[src/rtl/ren_pkg.sv]
// ----------------------------------------------------------------------------
// ren_pkg
// Shared widths, constants and controller/datapath interface types for the
// response energy normalizer.
// ----------------------------------------------------------------------------
package ren_pkg;

    localparam int unsigned MAX_SAMPLES = 32768;
    localparam int unsigned ADDR_W      = $clog2(MAX_SAMPLES);
    localparam int unsigned CNT_W       = $clog2(MAX_SAMPLES + 1);
    localparam int unsigned SAMPLE_W    = 16;
    localparam int unsigned CFG_W       = 15;
    localparam int unsigned CFG_IDX_W   = 2;
    localparam int unsigned SQ_W        = 31;
    localparam int unsigned ENERGY_W    = 46;
    localparam int unsigned ROOT_W      = 23;
    localparam int unsigned NUM_W       = 30;
    localparam int unsigned DIV_CNT_W   = 5;

    // Highest even bit position of the energy word seeds the root search.
    localparam logic [ENERGY_W-1:0] SQRT_B0 = {{(ENERGY_W-1){1'b0}}, 1'b1} << 44;

    localparam logic [CFG_W-1:0] RMS_TARGET_RST = 15'd16384;
    localparam logic [CFG_W-1:0] PEAK_LIMIT_RST = 15'd32000;

    localparam logic [CFG_IDX_W-1:0] CFG_RMS_TARGET = 2'd0;
    localparam logic [CFG_IDX_W-1:0] CFG_PEAK_LIMIT = 2'd1;

    typedef struct packed {
        logic load;         // store one sample, square it
        logic acc_add;      // add the registered square to the energy
        logic read;         // take one read transaction
        logic out_load;     // move the read result into the output register
        logic sqrt_start;
        logic sqrt_step;
        logic pass_begin;
        logic pass_sel;     // 0 energy scaling pass, 1 peak limiting pass
        logic mem_rd;       // fetch the sample at the pass index
        logic mul;
        logic div_start;
        logic pass_write;
        logic finish;
    } t_cmd;

    typedef struct packed {
        logic out_free;
        logic sqrt_done;
        logic root_zero;
        logic count_zero;
        logic div_done;
        logic idx_last;
        logic peak_over;
        logic pass_second;
    } t_sts;

endpackage

[src/rtl/ren_ctrl.sv]
// ----------------------------------------------------------------------------
// ren_ctrl
// Controller: sequences loads, reads, the root search and the scaling passes.
// ----------------------------------------------------------------------------
module ren_ctrl
    import ren_pkg::*;
(
    input  logic i_clk,
    input  logic i_rst_n,
    input  logic i_in_valid,
    input  logic i_in_mode,
    input  logic i_in_last,
    output logic o_in_ready,
    input  t_sts i_sts,
    output t_cmd o_cmd
);

    typedef enum logic [10:0] {
        S_IDLE = 11'b000_0000_0001,
        S_LACC = 11'b000_0000_0010,
        S_SQST = 11'b000_0000_0100,
        S_SQRT = 11'b000_0000_1000,
        S_PRD  = 11'b000_0001_0000,
        S_PMUL = 11'b000_0010_0000,
        S_PDST = 11'b000_0100_0000,
        S_PDW  = 11'b000_1000_0000,
        S_PWR  = 11'b001_0000_0000,
        S_PCHK = 11'b010_0000_0000,
        S_RDAT = 11'b100_0000_0000
    } t_state;

    t_state r_state;
    t_state n_state;
    logic   r_last;

    assign o_in_ready = (r_state == S_IDLE);

    always_ff @(posedge i_clk) begin
        if (!i_rst_n) begin
            r_state <= S_IDLE;
            r_last  <= 1'b0;
        end else begin
            r_state <= n_state;
            if ((r_state == S_IDLE) && i_in_valid && !i_in_mode) begin
                r_last <= i_in_last;
            end
        end
    end

    always_comb begin
        n_state = r_state;
        o_cmd   = '0;
        unique case (r_state)
            S_IDLE: begin
                if (i_in_valid) begin
                    if (i_in_mode) begin
                        o_cmd.read = 1'b1;
                        n_state    = S_RDAT;
                    end else begin
                        o_cmd.load = 1'b1;
                        n_state    = S_LACC;
                    end
                end
            end
            S_LACC: begin
                o_cmd.acc_add = 1'b1;
                n_state       = r_last ? S_SQST : S_IDLE;
            end
            S_SQST: begin
                o_cmd.sqrt_start = 1'b1;
                n_state          = S_SQRT;
            end
            S_SQRT: begin
                o_cmd.sqrt_step = 1'b1;
                if (i_sts.sqrt_done) begin
                    if (i_sts.root_zero || i_sts.count_zero) begin
                        o_cmd.finish = 1'b1;
                        n_state      = S_IDLE;
                    end else begin
                        o_cmd.pass_begin = 1'b1;
                        n_state          = S_PRD;
                    end
                end
            end
            S_PRD: begin
                o_cmd.mem_rd = 1'b1;
                n_state      = S_PMUL;
            end
            S_PMUL: begin
                o_cmd.mul = 1'b1;
                n_state   = S_PDST;
            end
            S_PDST: begin
                o_cmd.div_start = 1'b1;
                n_state         = S_PDW;
            end
            S_PDW: begin
                if (i_sts.div_done) begin
                    n_state = S_PWR;
                end
            end
            S_PWR: begin
                o_cmd.pass_write = 1'b1;
                if (!i_sts.idx_last) begin
                    n_state = S_PRD;
                end else if (i_sts.pass_second) begin
                    o_cmd.finish = 1'b1;
                    n_state      = S_IDLE;
                end else begin
                    n_state = S_PCHK;
                end
            end
            S_PCHK: begin
                if (i_sts.peak_over) begin
                    o_cmd.pass_begin = 1'b1;
                    o_cmd.pass_sel   = 1'b1;
                    n_state          = S_PRD;
                end else begin
                    o_cmd.finish = 1'b1;
                    n_state      = S_IDLE;
                end
            end
            S_RDAT: begin
                if (i_sts.out_free) begin
                    o_cmd.out_load = 1'b1;
                    n_state        = S_IDLE;
                end
            end
            default: begin
                n_state = S_IDLE;
            end
        endcase
    end

endmodule

[config.mk]
export PLATFORM = sky130hd
export DESIGN_NAME = ren_ctrl
export DESIGN_NICKNAME = d
export VERILOG_FILES = /design/src/rtl/ren_pkg.sv /design/src/rtl/ren_ctrl.sv
export SDC_FILE = /design/constraint.sdc
export NUM_CORES = 1
export LEC_CHECK = 0
export BUFFER_PORTS_ARGS = -buffer_cell sky130_fd_sc_hd__clkbuf_2
export CAP_MARGIN = 30
export CORE_MARGIN = 5
export CORE_UTILIZATION = 30
export CTS_BUF_LIST = sky130_fd_sc_hd__clkbuf_8
export DETAILED_ROUTE_END_ITERATION = 10
export HOLD_SLACK_MARGIN = 0.15
export PLACE_DENSITY_LB_ADDON = 0.05
export SLEW_MARGIN = 10
export SYNTH_ARGS = -nofsm -noshare
export SYNTH_HDL_FRONTEND = slang
export SYNTH_SLANG_ARGS = --single-unit
[constraint.sdc]
create_clock -name i_clk -period 2.7 [get_ports i_clk]
set_input_delay 0.135 -clock i_clk [delete_from_list [all_inputs] [get_ports i_clk]]
set_output_delay 0.135 -clock i_clk [all_outputs]
set_load 0.03 [all_outputs]
After elaboration in Yosys (flattened, before gate mapping)
Index checks and enable logic that the tools add are counted.
- bits of input ports: 13
- bits in registers: 12
- word-level logic and storage cells: 59
- output and inout port bits: 14
- equal/unequal tests: 15
- reduce and logical (&&, ||, !) cells: 5
- multiplexer cells: 37
- operators with widths (operator ; count):
    11-bit case mux with 11 select lines ; 1
    11-bit 2-to-1 mux ; 6
    1-bit 2-to-1 mux ; 23
    11-bit by 1-bit == test with 1-bit output, second input constant ; 1
    11-bit by 10-bit == test with 1-bit output, second input constant ; 1
    11-bit == test, second input constant ; 1
    11-bit by 2-bit == test with 1-bit output, second input constant ; 1
    11-bit by 3-bit == test with 1-bit output, second input constant ; 1
    11-bit by 4-bit == test with 1-bit output, second input constant ; 1
    11-bit by 5-bit == test with 1-bit output, second input constant ; 1
    11-bit by 6-bit == test with 1-bit output, second input constant ; 1
    11-bit by 7-bit == test with 1-bit output, second input constant ; 1
    11-bit by 8-bit == test with 1-bit output, second input constant ; 1
    11-bit by 9-bit == test with 1-bit output, second input constant ; 1
    10-bit 2-to-1 mux ; 1
    5-bit 2-to-1 mux ; 2
    2-bit != test, second input constant ; 4
    4-bit AND reduction ; 1
    3-bit 2-to-1 mux ; 1
    1-bit case mux with 3 select lines ; 1
    1-bit logical AND ; 2
    2-bit 2-to-1 mux ; 1
    1-bit case mux with 2 select lines ; 1
    1-bit zero test ; 1
    1-bit logical OR ; 1

Longest topological paths before layout
Gate-level depths: netlist of run 1.
- depth after elaboration: 4
- depth in mapped cells: 6
- mapped depth without buffers: 5

Worst setup path before layout of run 1
OpenSTA, ideal clock, no wires.
- path kind: flip-flop to output port
- from: register r_state[5]
- to: output o_cmd[6] (netlist bit)
- buffers on the path: 1
- arrival: 2.481 ns
- stages on the path, launching flop included: 7
- path slack: 0.084 ns
- data required time: 2.565 ns
- cells stage by stage: dfxtp_1 clkbuf_8 nor4_1 nand2_1 nor2_1 nand2_1 o31ai_1
- RTL lines (item ; line ; text):
    start: declaration ; ren_ctrl.sv:32 ; t_state r_state;
    start signal: assignment ; ren_ctrl.sv:43 ; r_state <= n_state;
    end: declaration ; ren_ctrl.sv:15 ; output t_cmd o_cmd

==> results.ini, run 1 <==
[power]
p_per_area_mw_per_mm2=441.8
p_leak_uw=0.0004450
switching_share=0.2977
combPwrFrac=0.245
pwr-share-clk=0.344
pwr-share-seq=0.411
switchingPower_uw=139.6
internal-power_uw=329.2
ir_drop_mv=0.2074

[worst_hold_path]
whs_path_depth=3
worstHoldEndpoint=r_last$_SDFFE_PN0P_
hold_path_startpoint=i_in_last
hold_class=in -> reg

[global_routing]
grt_busiest_layer=met2
grt_pass1_wl_um=4029
grtUsageMet2=0.1751
first_global_vias=858
grtUsageMet1=0.1741
antenna_found_initial=0
grt_start_max_net_pins=11
grtUsageTotal=0.1247
gr-total-overflow=0
grt_util_met3=0.03020

[detailed_routing]
post_drt_via_cell_ratio=5.506
avgRoutedWirePerCell_um=15.81
vias=881
routed_wl_um=2530
ant_nets=0
dr.pass1.iters=4
drc=0
drtIter0Drc=52

[yosys]
synthSimpleGateAreaFrac=0.4870
synth_xor_area_frac=0.03043
yosysUniqueCellTypes=39
synth_top_family_by_area=simple AND/OR/NAND/NOR gates
synth_nets=114
synth_edf_count=0
async_flop_share=0
ys_seq_area_frac=0.2783
syn-cell-area_sq_um=863.3
ys.flop_type=dfxtp_1
yosys_warnings=0
ys_seq_elements=12
synthCells=101
synthMuxAreaShare=0.01159
synth_fa_ha_area_frac=0
syn_area_per_cell_sq_um=8.548
synth_compound_area_frac=0.1290

[setup_path]
cp_data_required_time_ns=2.57
rr_worst_depth=4
r2r_start=r_state[4]$_SDFFE_PN0P_
arrival_ns=2.25
reg2reg_slack_ns=0.58
cp-start-kind=flip-flop
r2r_end=r_state[6]$_SDFFE_PN0P_
worstSetupPathType=reg -> out
critPathCaptureType=primary output
cp_max_fo=10

[cts]
clkTransAtPathRegs_ns=0.05
insertion_delay_ns=0.24
cts_tree=done
cts_max_level=1
cts_root_buf=clkbuf_8
cts_setup_buffers=0
cts.sinks=12
cts_buffers=3
clock_path_buffers=2

[timing]
max-slew-margin-rel=0.6007
worst_pin_slew_ns=0.5943
fmax_ghz=0.4188
holdWs_ns=0.1589
setup_tns_ns=0
fin_crit_ns=2.388
rsz0062_at_grt=false
slew_viol_final=0
hold_viol_final=0
setup_slack_ns=0.3124
final-setup-viol-count=0
period_share=0.8843
fin_worst_skew_ns=0.001300

[place]
io_buffers=26
pre_cts_slack_ns=0.2847
dpl.hpwl_um=1924
routabilityCongestion=0.8663
dpl_cell_area_sq_mm=0.001003

[die]
pin_count=27
core_sq_mm=0.002758
num_rows=19
dieArea_sq_mm=0.004051
start_util=0.3131
die_w_um=63.65
dieHeight_um=63.65

[flow_run]
max-cap-violations=0

[finish]
final_cell_mix=clkbuf_2, nor2_1, dfxtp_1
area_delta_synth_final_pct=22.90
antenna_cells=0
layout_commonest_cell=clkbuf_2
drive_above_1_share=0.3256
layout.nets=144
final_area_sq_mm=0.001061
fin_util=0.3848

[outcome]
status=completed

==> worst max-delay path, cell delays in order (launching register included) <==
cell,delay (ns)
dfxtp_1,0.40
nor4_2,0.49
nand2_1,0.18
or4_1,0.58
o31ai_1,0.11
clkbuf_2,0.25
==> how the worst max path moves through the flow <==
| stage | start | endpoint | slack [ns] | cells after the start |
|---|---|---|---|---|
| after CTS | r_state[4]$_SDFFE_PN0P_ | o_cmd[6] | 0.02 | 5 |
| after global placement | r_state[4]$_SDFFE_PN0P_ | o_cmd[6] | 0.28 | 5 |
| after floorplan | r_state[5]$_SDFFE_PN0P_ | o_cmd[6] | 0.08 | 6 |
| final | r_state[4]$_SDFFE_PN0P_ | o_cmd[6] | 0.31 | 5 |
| after detailed placement | r_state[4]$_SDFFE_PN0P_ | o_cmd[6] | 0.28 | 5 |
| after global routing | r_state[10]$_SDFFE_PN0P_ | o_cmd[6] | 0.09 | 6 |
==> stage by stage <==
stage,std cells,power (uW)
3_5_place_dp,156,309.2
4_1_cts,160,475.7
3_3_place_gp,156,309.5
6_report,160,468.8
2_1_floorplan,101,269.0
5_1_grt,160,493.6
==> final cells by class <==
class                      count  area, sq um
fill                         296         1697
multi-input combinational     81        574.3
tap                           31        38.79
inverter                       5        18.77
clock buffer                   3        41.29
sequential                    12        240.2
timing repair buffer          28        147.6
==> per-layer routing <==
layer  wire [um]  vias to the layer above
li1            -                      447
met1        1252                      395
met2        1053                       34
met3         174                        5
met4          50                        0
met5           0                        -
==> power by group through the flow <==
stage	Combinational, uW	Clock, uW	Sequential (uW)
floorplan	75.8	0	193
CTS	115	168	192
finish	115	161	193
global route	124	176	194
global placement	113	0	197
detailed placement	113	0	196
==> synth_stat cells (2+ instances only) <==
library cell	count	area share
o21a_1	2	0.017
nor2_1	14	0.061
nor3b_1	5	0.043
a31oi_1	2	0.014
nand2_1	7	0.030
or4b_2	2	0.023
or4_1	2	0.017
dfxtp_1	12	0.28
nor3_1	4	0.023
nor4_1	6	0.043
nand3_1	2	0.012
or4_4	2	0.026
xor2_1	2	0.020
nand4_1	2	0.014
nand2b_1	3	0.022
inv_1	5	0.022
nor2b_1	2	0.014
and4b_1	3	0.035
nor4b_1	2	0.020
buf_6	2	0.026
o2111ai_1	2	0.020
==> state kept, by name (all words and copies together) (netlist names) <==
| signal | flops |
|---|---|
| r_last | 1 |
| r_state | 11 |
==> cells by family after synthesis <==
family,after synthesis
xor gates and xnor gates,3
buffers and inverters,8
muxes,1
DFF,12
AOI/OAI and AO/OA,13
and+or+nand+nor,64
==> what timing repair did <==
action | in CTS | in global routing
gates resized for setup | 0 | 1
hold buffers | 1 | 0
endpoints found under the setup margin | 0 | 3
endpoints found under the hold margin | 1 | 0
(Power assumes the default switching activity.)
==> inputs of run 2 (changes only) <==
--- a/config.mk
+++ b/config.mk
@@ -5,6 +5,7 @@
 export SDC_FILE = /design/constraint.sdc
 export NUM_CORES = 1
 export LEC_CHECK = 0
+export ABC_AREA = 1
 export BUFFER_PORTS_ARGS = -buffer_cell sky130_fd_sc_hd__clkbuf_2
 export CAP_MARGIN = 30
 export CORE_MARGIN = 5
@@ -13,6 +14,7 @@
 export DETAILED_ROUTE_END_ITERATION = 10
 export HOLD_SLACK_MARGIN = 0.15
 export PLACE_DENSITY_LB_ADDON = 0.05
+export RECOVER_POWER = 100
 export SLEW_MARGIN = 10
 export SYNTH_ARGS = -nofsm -noshare
 export SYNTH_HDL_FRONTEND = slang
==> run 2 against run 1 <==
Sequential share of layout area up 0.46 points. Global-route usage down 0.90 points. Register-to-register slack better by 0.24 ns. Sequential power up 22%. Routed wire length down 13%. Clock-buffer cell count unchanged. Critical path depth up 3. Clock skew down 0.00051 ns. Critical path type unchanged.
==> results.ini, run 2 <==
[cts]
clock_path_buffers=2  ; unchanged
cts_max_level=1  ; unchanged
cts_root_buf=clkbuf_8  ; unchanged
insertion_delay_ns=0.23  ; was 0.24 ns
cts_buffers=3  ; unchanged
cts.sinks=12  ; unchanged
clkTransAtPathRegs_ns=0.05  ; about the same
cts_tree=done  ; unchanged

[timing]
slew_viol_final=0  ; unchanged
setup_tns_ns=0  ; unchanged
fmax_ghz=0.4942  ; was 0.4188 GHz
rsz0062_at_grt=false  ; unchanged
fin_worst_skew_ns=0.0007890  ; was 0.001300 ns
worst_pin_slew_ns=0.8521  ; was 0.5943 ns
hold_viol_final=0  ; unchanged
period_share=0.7494  ; was 0.8843
fin_crit_ns=2.023  ; was 2.388 ns
final-setup-viol-count=0  ; unchanged
max-slew-margin-rel=0.4298  ; was 0.6007
holdWs_ns=0.1949  ; was 0.1589 ns

[finish]
drive_above_1_share=0.1397  ; was 0.3256
area_delta_synth_final_pct=20.96  ; was 22.90%
layout_commonest_cell=nand2_1  ; was clkbuf_2
reg_top3=r_state (11), r_last (1)  ; unchanged
antenna_cells=0  ; unchanged
largest_reg_flops=11  ; unchanged
final_cell_mix=nand2_1, inv_1, nor2_1  ; was clkbuf_2, nor2_1, dfxtp_1
layout.nets=194  ; was 144
top_register=r_state  ; unchanged
num-fill-cells=324  ; was 296

[worst_hold_path]
hold_class=in -> reg  ; unchanged
whs_path_depth=4  ; was 3
hold_path_startpoint=i_in_mode  ; was i_in_last

[setup_path]
cp-start-kind=flip-flop  ; unchanged
crit_chain=nor2_1 > nand2_1 > nor2_1 > nand2_1 > nor2_1 > nand2_1 > inv_1 > clkbuf_1  ; was nor4_2 > nand2_1 > or4_1 > o31ai_1 > clkbuf_2
arrival_ns=1.89  ; was 2.25 ns
rr_worst_depth=8  ; was 4
r2r_start=r_state[4]$_SDFFE_PN0P_  ; unchanged
slowest_delay_ns=0.33  ; was 0.58 ns
cp_slowest_cell=dfxtp_1  ; was or4_1
worstSetupPathType=reg -> out  ; unchanged
cp_data_required_time_ns=2.57  ; about the same
path_delay_family=simple AND/OR/NAND/NOR gates  ; unchanged
critPathCaptureType=primary output  ; unchanged
cp.depth=8  ; was 5
cp_max_fo=6  ; was 10
cp-startpoint=r_state[4]$_SDFFE_PN0P_  ; unchanged
worst-path-buf-inv=2  ; was 1

[detailed_routing]
vias=960  ; was 881
drtIter0Drc=24  ; was 52
post_drt_via_cell_ratio=4.571  ; was 5.506
dr.pass1.iters=4  ; unchanged
drc=0  ; unchanged
avgRoutedWirePerCell_um=10.52  ; was 15.81 um
routed_wl_um=2209  ; was 2530 um
ant_nets=0  ; unchanged

[yosys]
syn-cell-area_sq_um=859.6  ; was 863.3 sq um
ys_seq_elements=12  ; unchanged
synth_edf_count=0  ; unchanged
syn_area_per_cell_sq_um=5.769  ; was 8.548 sq um
yosysMostFrequentCell=nand2_1  ; was nor2_1
yosys-top-cells-count=nand2_1, inv_1, nor2_1  ; was nor2_1, dfxtp_1, nand2_1
synth.top_cell.area_share=0.2795  ; was 0.2783
synth_nets=162  ; was 114
yosysUniqueCellTypes=16  ; was 39
yosys_warnings=0  ; unchanged
synthTopCellsByArea=dfxtp_1, nand2_1, inv_1  ; was dfxtp_1, nor2_1, nor3b_1
synthCells=149  ; was 101
ys_seq_area_frac=0.2795  ; was 0.2783
synth_largest_area_cell=dfxtp_1  ; unchanged
ys.flop_type=dfxtp_1  ; unchanged
async_flop_share=0  ; unchanged

[global_routing]
grt_pass1_wl_um=3801  ; was 4029 um
grt_start_max_net_pins=13  ; was 11
first_global_vias=912  ; was 858
gr-total-overflow=0  ; unchanged
grtUsageTotal=0.1158  ; was 0.1247
antenna_found_initial=0  ; unchanged

[place]
dpl.hpwl_um=1859  ; was 1924 um
io_buffers=26  ; unchanged
routabilityCongestion=0.7922  ; was 0.8663

[die]
die_w_um=63.53  ; was 63.65 um
dieHeight_um=63.53  ; was 63.65 um
start_util=0.3117  ; was 0.3131
dieArea_sq_mm=0.004036  ; was 0.004051 sq mm
pin_count=27  ; unchanged
num_rows=19  ; unchanged
core_sq_mm=0.002758  ; unchanged

[power]
p_per_area_mw_per_mm2=785.4  ; was 441.8 mW/mm^2
p_leak_uw=0.0006362  ; was 0.0004450 uW
ir_drop_mv=0.4091  ; was 0.2074 mV

[flow_run]
max-cap-violations=0  ; unchanged

[outcome]
status=completed  ; unchanged

run 2: worst paths after layout:
kind | end | slack (ns)
worst max-delay path | o_cmd[12] | 0.68
worst max register to register | r_state[4]$_SDFFE_PN0P_ | 0.82
worst min register to register | r_state[2]$_SDFFE_PN0P_ | 0.48
worst min-delay path | r_state[1]$_SDFFE_PN0P_ | 0.19
run 2: worst min-delay path: stages:
cell	delay [ns]
clkbuf_2	0.09
nor2_1	0.05
nand3_1	0.07
inv_1	0.04
run 2: cell families (layout without fill, tap and decap cells):
logic type      after synthesis  in the layout  share of synthesized area
simple gates                 96             96                     0.5036
buf+inv                      33             63                     0.1645
flops                        12             12                     0.2795
compound gates                8              8                    0.05241
run 2: layout make-up:
class | instances | area, sq um | area share
Timing Repair Buffer | 29 | 145.1 | 0.1396
Sequential cell | 12 | 240.2 | 0.2310
Inverter | 31 | 116.4 | 0.1119
Clock buffer | 3 | 41.29 | 0.03971
Multi-Input combinational cell | 104 | 457.9 | 0.4404
Tap cell | 31 | 38.79 | 0.03730
run 2: repair_timing:
action | 4_1_cts | 5_1_grt
setup buffers | 0 | 0
gates resized for setup | 0 | 0
setup endpoints to repair | 0 | 0
hold endpoints to repair | 2 | 0
hold buffers | 3 | 0
run 2: where the power goes:
| part | internal, uW | switching, uW |
|---|---|---|
| combinational | 118 | 303 |
| sequential | 209 | 27.0 |
| clock | 98.0 | 61.9 |
run 2: metal layers:
layer  vias to the layer above  track usage  wire [um]
met1                       416       0.1576       1082
met2                        30       0.1751        987
met4                         0      0.03896         12
li1                        512            -          -
met5                         -            0          0
met3                         2      0.03020        126
run 2: stage by stage:
stage	utilization	instances	area, sq um	total power (uW)	worst slack, ns
finish	0.3770	210	1040	816.6	0.6767
CTS	0.3897	210	1075	860.7	0.8504
global route	0.3770	210	1040	895.2	0.3545
detailed placement	0.3639	204	1003	693.0	1.118
floorplan	-	149	859.6	603.4	0.9746
global placement	0.3639	204	1003	696.8	1.088
==> inputs of run 3 (changes only) <==
--- a/config.mk
+++ b/config.mk
@@ -5,7 +5,7 @@
 export SDC_FILE = /design/constraint.sdc
 export NUM_CORES = 1
 export LEC_CHECK = 0
-export ABC_AREA = 1
+export ABC_AREA = 0
 export BUFFER_PORTS_ARGS = -buffer_cell sky130_fd_sc_hd__clkbuf_2
 export CAP_MARGIN = 30
 export CORE_MARGIN = 5
==> constraint.sdc (replaced) <==
create_clock -name i_clk -period 1.9 [get_ports i_clk]
set_input_delay 0.095 -clock i_clk [delete_from_list [all_inputs] [get_ports i_clk]]
set_output_delay 0.095 -clock i_clk [all_outputs]
set_load 0.03 [all_outputs]
==> run 3 against run 2 <==
The run now ends with setup timing left. Highest routed layer unchanged. First-iteration DRC count rose by 17%. Via count up 11%. Cell area grew 63%.
==> results.ini, run 3 (same netlist as run 1, synthesis figures left out) <==
[finish]
num-fill-cells=230  ; was 324
largest_reg_flops=11  ; unchanged
drive_above_1_share=0.6353  ; was 0.1397
layout.nets=184  ; was 194
reg_top3=r_state (11), r_last (1)  ; unchanged
top_register=r_state  ; unchanged
layout_commonest_cell=buf_4  ; was nand2_1
final_cell_mix=buf_4, clkbuf_2, nor2_1  ; was nand2_1, inv_1, nor2_1
antenna_cells=0  ; unchanged
area_delta_synth_final_pct=95.94  ; was 20.96%

[die]
pin_count=27  ; unchanged
dieHeight_um=63.65  ; was 63.53 um
start_util=0.3131  ; was 0.3117
die_w_um=63.65  ; was 63.53 um
core_sq_mm=0.002758  ; unchanged
num_rows=19  ; unchanged
dieArea_sq_mm=0.004051  ; was 0.004036 sq mm

[cts]
clkTransAtPathRegs_ns=0.05  ; about the same
cts_buffers=3  ; unchanged
cts.sinks=12  ; unchanged
insertion_delay_ns=0.25  ; was 0.23 ns
cts_tree=done  ; unchanged
clock_path_buffers=2  ; unchanged
cts_max_level=1  ; unchanged
cts_root_buf=clkbuf_8  ; unchanged

[setup_path]
slowest_delay_ns=0.54  ; was 0.33 ns
worstSetupPathType=reg -> out  ; unchanged
critPathCaptureType=primary output  ; unchanged
cp_slowest_cell=or4b_4  ; was dfxtp_1
cp_max_fo=4  ; was 6
cp_data_required_time_ns=1.80  ; was 2.57 ns
path_delay_family=simple AND/OR/NAND/NOR gates  ; unchanged
arrival_ns=1.96  ; was 1.89 ns
crit_chain=or4b_4 > or3_4 > nor3b_4 > clkbuf_8  ; was nor2_1 > nand2_1 > nor2_1 > nand2_1 > nor2_1 > nand2_1 > inv_1 > clkbuf_1
cp-start-kind=flip-flop  ; unchanged
worst-path-buf-inv=1  ; was 2

[power]
p_leak_uw=0.0007096  ; was 0.0006362 uW
ir_drop_mv=0.5829  ; was 0.4091 mV
fin_total_pwr_uw=875.5  ; was 816.6 uW
p_per_area_mw_per_mm2=517.5  ; was 785.4 mW/mm^2

[place]
routabilityCongestion=0.8276  ; was 0.7922
dpl.hpwl_um=2327  ; was 1859 um
io_buffers=26  ; unchanged

[outcome]
violations=setup timing
status=complete, but fails checks  ; was completed

[timing]
slew_viol_final=0  ; unchanged
fmax_ghz=0.4859
setup_tns_ns=-1.932  ; was 0 ns
rsz0062_at_grt=true  ; was false
max-slew-margin-rel=0.6456  ; was 0.4298
period_share=1.083
fin_worst_skew_ns=0.003549  ; was 0.0007890 ns
hold_viol_final=0  ; unchanged
setup_slack_ns=-0.1579  ; was 0.6767 ns
final-setup-viol-count=18  ; was 0
worst_pin_slew_ns=0.5311  ; was 0.8521 ns
fin_crit_ns=2.058
holdWs_ns=0.1478  ; was 0.1949 ns

[worst_hold_path]
hold_class=in -> reg  ; unchanged

[global_routing]
grtUsageTotal=0.1645  ; was 0.1158
first_global_vias=1083  ; was 912
antenna_found_initial=0  ; unchanged
grt_pass1_wl_um=5250  ; was 3801 um
gr-total-overflow=0  ; unchanged
grt_start_max_net_pins=8  ; was 13

[detailed_routing]
drc=0  ; unchanged
dr.pass1.iters=4  ; unchanged
avgRoutedWirePerCell_um=15.42  ; was 10.52 um
post_drt_via_cell_ratio=5.318  ; was 4.571
routed_wl_um=3100  ; was 2209 um
ant_nets=0  ; unchanged
drtIter0Drc=28  ; was 24
vias=1069  ; was 960

[flow_run]
max-cap-violations=0  ; unchanged

## run 3: cell count changes in the layout (fill, tap and decap cells not counted), sizes merged, moves of 7 or more
cell   before  now
buf         0   44
nand2      44    7
inv        31    5
nor2       32   14
nand3       9    2
## run 3: layout make-up
cell class | instances | area [sq um] | area share
Tap cell | 31 | 38.79 | 0.02293
Sequential cell | 12 | 256.5 | 0.1516
Multi-Input combinational cell | 81 | 744.5 | 0.4401
Timing Repair Buffer | 68 | 578.1 | 0.3417
Clock buffer | 4 | 55.05 | 0.03254
Inverter | 5 | 18.77 | 0.01109
## run 3: power by group
group / switching [uW] / internal [uW]
clock network: 101 / 183
registers: 7.36 / 258
logic: 153 / 173
total: 261 / 614
## run 3: layer usage
layer | share of wire | vias to the layer above | track usage
li1 | - | 527 | -
met1 | 0.41 | 514 | 0.1787
met2 | 0.53 | 19 | 0.2944
met3 | 0.031 | 9 | 0.04440
met4 | 0.027 | 0 | 0.07013
met5 | 0 | - | 0
## run 3: timing repair
action                                  4_1_cts  5_1_grt
buffers inserted                              8        5
hold buffers                                  2        1
pin swaps                                     8       13
endpoints found under the setup margin       22       22
hold endpoints to repair                      2        1
resized for setup                            44       27
## run 3: stage by stage
step / instance area, sq um / std cells / utilization / setup WS (ns)
after CTS: 1587 / 195 / 0.5753 / -0.1653
after detailed placement: 1274 / 181 / 0.4619 / -0.06021
after floorplan: 945.9 / 101 / - / -0.1981
after global routing: 1692 / 201 / 0.6134 / -0.2427
final: 1692 / 201 / 0.6134 / -0.1579
after global placement: 1274 / 181 / 0.4619 / -0.03769
## run 3: final timing paths
path | end | slack (ns) | cells past startpoint | start
max | o_cmd[12] | -0.16 | 4 | r_state[2]$_SDFFE_PN0P_
min | r_state[0]$_SDFFE_PN1P_ | 0.15 | 2 | i_rst_n
max reg2reg | r_state[5]$_SDFFE_PN0P_ | -0.15 | 5 | r_state[7]$_SDFFE_PN0P_
min reg2reg | r_state[2]$_SDFFE_PN0P_ | 0.49 | 2 | r_last$_SDFFE_PN0P_
